==> src/rtl/core/clme_pkg.sv <==
// Shared types, constants and helpers for the circular list move engine.
package clme_pkg;

  localparam int MAX_ITEMS = 1024;
  localparam int ITEM_W    = 10;
  localparam int COUNT_W   = 11;

  typedef logic [ITEM_W-1:0]  item_t;
  typedef logic [COUNT_W-1:0] count_t;

  typedef enum logic [1:0] {
    CMD_INIT   = 2'd0,
    CMD_AFTER  = 2'd1,
    CMD_BEFORE = 2'd2,
    CMD_QUERY  = 2'd3
  } cmd_t;

  typedef enum logic [1:0] {
    ST_DONE  = 2'd0,
    ST_SAME  = 2'd1,
    ST_RANGE = 2'd2
  } status_t;

  typedef enum logic [2:0] {
    WR_NONE,
    WR_INIT,
    WR_UNLINK,
    WR_LINK1,
    WR_LINK2
  } wr_op_t;

  typedef enum logic [3:0] {
    S_IDLE,
    S_DISPATCH,
    S_INIT,
    S_READ_T,
    S_CAP_T,
    S_UNLINK,
    S_READ_A,
    S_CAP_A,
    S_LINK1,
    S_LINK2,
    S_RESULT
  } state_t;

  // Commands from the controller to the datapath.
  typedef struct packed {
    logic    latch_in;
    logic    start_init;
    logic    rd_en;
    logic    rd_sel_anchor;
    logic    cap_t;
    logic    cap_a;
    wr_op_t  wr_op;
    logic    load_out;
    status_t res_status;
  } dp_cmd_t;

  // Status from the datapath back to the controller.
  typedef struct packed {
    cmd_t cmd;
    logic t_bad;
    logic a_bad;
    logic same;
    logic init_last;
    logic out_busy;
  } dp_stat_t;

  function automatic count_t clamp_count(input count_t n);
    count_t r;
    if (n < count_t'(2)) begin
      r = count_t'(2);
    end else if (n > count_t'(MAX_ITEMS)) begin
      r = count_t'(MAX_ITEMS);
    end else begin
      r = n;
    end
    return r;
  endfunction

endpackage

==> src/rtl/core/clme_ctrl.sv <==
// Sequencing state machine for the circular list move engine.
module clme_ctrl (
  input  logic               clk,
  input  logic               rst,
  input  logic               in_valid,
  output logic               in_ready,
  input  clme_pkg::dp_stat_t stat,
  output clme_pkg::dp_cmd_t  cmd
);
  import clme_pkg::*;

  state_t  state, state_next;
  status_t res_status, res_status_next;

  always_ff @(posedge clk) begin
    if (rst) begin
      state      <= S_IDLE;
      res_status <= ST_DONE;
    end else begin
      state      <= state_next;
      res_status <= res_status_next;
    end
  end

  always_comb begin
    state_next      = state;
    res_status_next = res_status;
    unique case (state)
      S_IDLE: begin
        if (in_valid) state_next = S_DISPATCH;
      end
      S_DISPATCH: begin
        res_status_next = ST_DONE;
        unique case (stat.cmd)
          CMD_INIT: state_next = S_INIT;
          CMD_QUERY: begin
            if (stat.t_bad) begin
              res_status_next = ST_RANGE;
              state_next      = S_RESULT;
            end else begin
              state_next = S_READ_T;
            end
          end
          default: begin
            if (stat.t_bad || stat.a_bad) begin
              res_status_next = ST_RANGE;
              state_next      = S_RESULT;
            end else if (stat.same) begin
              res_status_next = ST_SAME;
              state_next      = S_RESULT;
            end else begin
              state_next = S_READ_T;
            end
          end
        endcase
      end
      S_INIT: begin
        if (stat.init_last) state_next = S_RESULT;
      end
      S_READ_T: state_next = S_CAP_T;
      S_CAP_T: begin
        state_next = (stat.cmd == CMD_QUERY) ? S_RESULT : S_UNLINK;
      end
      S_UNLINK: state_next = S_READ_A;
      S_READ_A: state_next = S_CAP_A;
      S_CAP_A:  state_next = S_LINK1;
      S_LINK1:  state_next = S_LINK2;
      S_LINK2:  state_next = S_RESULT;
      S_RESULT: begin
        if (!stat.out_busy) state_next = S_IDLE;
      end
      default: state_next = S_IDLE;
    endcase
  end

  always_comb begin
    in_ready          = 1'b0;
    cmd               = '0;
    cmd.wr_op         = WR_NONE;
    cmd.res_status    = res_status;
    unique case (state)
      S_IDLE: begin
        in_ready     = 1'b1;
        cmd.latch_in = in_valid;
      end
      S_DISPATCH: cmd.start_init = (stat.cmd == CMD_INIT);
      S_INIT:     cmd.wr_op      = WR_INIT;
      S_READ_T:   cmd.rd_en      = 1'b1;
      S_CAP_T:    cmd.cap_t      = 1'b1;
      S_UNLINK:   cmd.wr_op      = WR_UNLINK;
      S_READ_A: begin
        cmd.rd_en         = 1'b1;
        cmd.rd_sel_anchor = 1'b1;
      end
      S_CAP_A:  cmd.cap_a    = 1'b1;
      S_LINK1:  cmd.wr_op    = WR_LINK1;
      S_LINK2:  cmd.wr_op    = WR_LINK2;
      S_RESULT: cmd.load_out = !stat.out_busy;
      default: begin
        in_ready = 1'b0;
      end
    endcase
  end

endmodule

==> config.mk <==
export PLATFORM = sky130hd
export DESIGN_NAME = clme_ctrl
export DESIGN_NICKNAME = d
export VERILOG_FILES = /design/src/rtl/core/clme_pkg.sv /design/src/rtl/core/clme_ctrl.sv
export SDC_FILE = /design/constraint.sdc
export NUM_CORES = 1
export LEC_CHECK = 0
export BUFFER_PORTS_ARGS = -buffer_cell sky130_fd_sc_hd__clkbuf_2
export CORE_AREA = 2 2 39 41
export DETAILED_ROUTE_END_ITERATION = 10
export DIE_AREA = 0 0 41 43
export GPL_ROUTABILITY_DRIVEN = 0
export PLACE_DENSITY = 0.81
export RECOVER_POWER = 100
export SYNTH_ARGS = -nofsm -noshare
export SYNTH_HDL_FRONTEND = slang
export SYNTH_SLANG_ARGS = --single-unit
==> constraint.sdc <==
create_clock -name clk -period 2.28 [get_ports clk]
set_input_delay 0.57 -clock clk [delete_from_list [all_inputs] [get_ports clk]]
set_output_delay 0.57 -clock clk [all_outputs]
set_load 0.05 [all_outputs]
# Yosys cells after proc, flatten, opt, wreduce, memory -nomap -nowiden
# Cells that the tools add are included.
# Widths: inputs -> output; s select.
[op_classes] n_eq_ne=14 mux=22 reduce_logical=6
[ops] op="$pmux 4 s11" count=1
[ops] op="$mux 4" count=7
[ops] op="$eq 4x3->1 const B" count=4
[ops] op="$eq 4x4->1 const B" count=3
[ops] op="$pmux 3 s4" count=1
[ops] op="$mux 1" count=9
[ops] op="$eq 4x2->1 const B" count=2
[ops] op="$pmux 4 s2" count=1
[ops] op="$ne 2x2->1 const B" count=3
[ops] op="$eq 4x1->1 const B" count=1
[ops] op="$logic_not 4->1" count=1
[ops] op="$mux 2" count=2
[ops] op="$pmux 2 s2" count=1
[ops] op="$reduce_and 3->1" count=1
[ops] op="$eq 2x2->1 const B" count=1
[ops] op="$logic_not 2->1" count=1
[ops] op="$reduce_or 2->1" count=1
[ops] op="$logic_not 1->1" count=1
[ops] op="$logic_or 1x1->1" count=1
[word_totals] reg_bits=6 inputBits=10 out_inout_bits=13 word_cells=44

# Logic depth before layout (Yosys ltp)
[depth] depth_word=4 ltp_mapped=6 mapped_depth_nobuf=6

# Worst setup path before layout
# No wires, ideal clock.
[synth_timing] path_kind="reg-to-output" from="register state[0]" to="output cmd[11] (netlist name)" t_arrival_ps=2732 t_required_ps=1710 path_slack_ps=-1022 path_stages_with_launch=4 path_buffers=1 cell_sequence="dfxtp_1 > clkbuf_1 > nor4_1 > and2_1"
[synth_rtl] element="start, declared" line="clme_ctrl.sv:12" rtl="state_t state, state_next;"
[synth_rtl] element="start signal, assigned" line="clme_ctrl.sv:20" rtl="state <= state_next;"
[synth_rtl] element="end, declared" line="clme_ctrl.sv:8" rtl="output clme_pkg::dp_cmd_t cmd"

==> metrics <==
Post-Synth XOR/XNOR Area a little under 5%; area leader, netlist dfxtp_1; post-synthesis adder-cell area fraction 4.598%; final setup violation count 0; worst hold endpoint res_status[0]; Setup WS post-layout around 160 ps; R2R cell count 4; Yosys cell types 33; Final period util slightly above 90%; P per Cell Area between 1000 and 1500 mW/mm^2; crit path DAT about 1600 ps; register bit total from synthesis 6; min cycle time layout roughly 2100 ps; Worst IR Drop VDD 0.6306 mV; outcome finished, final reports clean; worst skew pair latency between 200 and 250 ps; Avg Cell Area, Syn roughly 7.2 sq um; first-pass GRT wire length between 1500 and 2000 um; Root Buffer clkbuf_4; cell count after synthesis 76; nets@finish approximately 110; Slew @ Worst Pin 600.0 ps; Max-cap violations 0; Reg2Reg Launch Point state[3]; Slowest-stage cell, CP dfxtp_1; Layout area overhead 28.74%; Reg clk slew, reported paths 50 ps; largest family of logic cells by synthesized area simple AND/OR/NAND/NOR gates; full die area between 0.0015 and 0.002 sq mm; grt ovf 0; final HPWL from detailed placement about 1000 um; initial antenna violation count 0; Slew Viols, Final 0; Mapped Area 544.3 sq um; crit path max fanout 17; CTS tree yes; placed cell areas around 700 sq um; CTS Buf Count 3; # IOs 23; Synth Area in Simple Gates 37.70%; drt drc 0; Max stage delay on crit path roughly 680 ps; multiplexer area fraction after synthesis under 10%; H-tree Lvls 1; Via Count about 600; critical-path cell list nand2_1 -> nor3_1 -> clkbuf_2; ranking of synthesized cells by area dfxtp_1, a21oi_1, nor2_1; Routed Wire Length roughly 1300 um; GRT Total Usage about 16%; wire per inst between 10 and 15 um; pin count of the biggest net entering global routing 18; RSZ-0062 raised after global routing false; Setup CP Type flip-flop to primary output; CP Capture Type primary output; clock skew just under 7 ps; Final Hold Vio Count 0; Placeable Area between 0.001 and 0.0015 sq mm; Detail Route Antenna Nets 0; required time of the critical path between 1500 and 2000 ps; I/O Buffers 22; Mapped Nets 88; cts hold-fix bufs 0; CP Buf/Inv Count 1; yosys warns 0; clk buf depth 2; die height roughly 43 um; Initial Util between 30% and 40%; family with the most delay on the worst path flip-flops; DIE WIDTH ~40 um; post-route cell area between 700 and 800 sq um; Critical Path Source Type flip-flop; drt first pass iters 4; vias in the first global route 468; DR iter-0 viols 4; Avg Vias per Cell 5.316; area share of the largest cell type after synthesis 22.07%; compound-gate portion of the synthesized area 20.46%; worst min-delay path startpoint res_status[0]; HP Class flip-flop to flip-flop; R2R setup slack around 480 ps; Worst slew margin 60.17%; FP Rows 14; sequential share of the synthesized area approximately 22%; reg2reg end state[3]; pre-CTS setup slack between 300 and 400 ps; antenna cells 0; f_max 471.6 MHz; Clock Sinks 6; layout cell share with drive strength beyond 1 30.61%; Pleak 0.3082 nW; hold depth 2
## per-stage QoR
| step | hold WS, ps | utilization [%] | std cells | power, mW | setup TNS, ps |
|---|---|---|---|---|---|
| 2_1_floorplan | 593.1 | - | 76 | 0.7939 | -18.88 |
| 3_3_place_gp | 477.8 | 49.64 | 111 | 0.9028 | 0 |
| 3_5_place_dp | 484.9 | 49.64 | 111 | 0.9129 | 0 |
| 4_1_cts | 499.2 | 51.27 | 114 | 1.015 | 0 |
| 5_1_grt | 522.9 | 50.63 | 114 | 1.079 | 0 |
| 6_report | 490.6 | 50.63 | 114 | 0.9891 | 0 |
## cell usage after synthesis, drive strengths merged
cell,instances
or4b,2
o31a,1
or3b,1
o21ai,6
nor3b,1
nor2,8
inv,5
o32a,1
nor2b,1
mux2i,1
ha,2
xnor2,3
clkbuf,3
buf,2
nor4,3
a21oi,6
nand2,6
a221oi,1
nand2b,3
nand3b,1
and3,2
o22a,1
dfxtp,6
and2,2
a31oi,1
nand3,1
o41ai,1
nor3,5
## worst reg2reg max path, stage by stage, from the launching register on
cell and delay (ps):
dfxtp_1 480, or4b_1 680, a21oi_1 180, a221oi_1 70, o41ai_1 280
## final cells by class
cell class / instances / area, sq um
flip-flops and latches: 6 / 121.4
clock buffers: 3 / 22.52
multi-input cells: 60 / 399.1
fillers: 151 / 683.2
repair buffers: 24 / 118.9
well taps: 16 / 20.02
inverters: 5 / 18.77
## where the power goes
group / internal, mW / switching, mW
logic: 0.222 / 0.455
clock network: 0.0594 / 0.0365
registers: 0.141 / 0.0758
total: 0.422 / 0.567
## timing repair
action                                  in CTS  in global routing
endpoints found under the setup margin       0                  3
gates resized for setup                      0                  1
setup buffers                                0                  0
## cells by family (layout without fill, tap and decap cells)
kind of cell,Yosys count,count (layout)
AND/OR/NAND/NOR,36,36
AO/OA/AOI/OAI,18,18
buffers and inverters,10,32
flip-flops,6,6
XOR/XNOR,3,3
adder cells (fa/ha/maj),2,2
multiplexers,1,1
## cell usage in the layout, fill, tap and decap left out, types with 2 or more instances in the layout
cell,n
and2_0,2
clkbuf_4,3
nor3_1,4
clkbuf_1,3
nand2b_1,3
xnor2_1,3
nand2_1,6
inv_1,4
and3_1,2
or4b_1,2
nor2_1,8
o21ai_0,5
ha_1,2
a21oi_1,6
clkbuf_2,20
dfxtp_1,5
## worst max-delay path by stage
stage,startpoint,endpoint,slack [ps],cells past startpoint
2_1_floorplan,state[0],cmd[11],-20,3
3_3_place_gp,state[2],cmd[7],360,3
3_5_place_dp,state[2],cmd[7],320,3
4_1_cts,state[2],cmd[7],40,3
5_1_grt,state[3],cmd[2],30,3
6_report,state[3],cmd[2],160,3
## state kept, by name, summed over array words and instances (netlist names)
| register | flops |
|---|---|
| state | 4 |
| res_status | 2 |
## per-layer routing
layer | vias up | global-route usage (%) | wire [um]
met5 | - | 0 | 0
met4 | 0 | 12.00 | 17
met3 | 2 | 3.141 | 47
met2 | 15 | 21.25 | 580
met1 | 266 | 22.19 | 612
li1 | 323 | - | -
No activity file was read; power rests on OpenSTA's default activity.
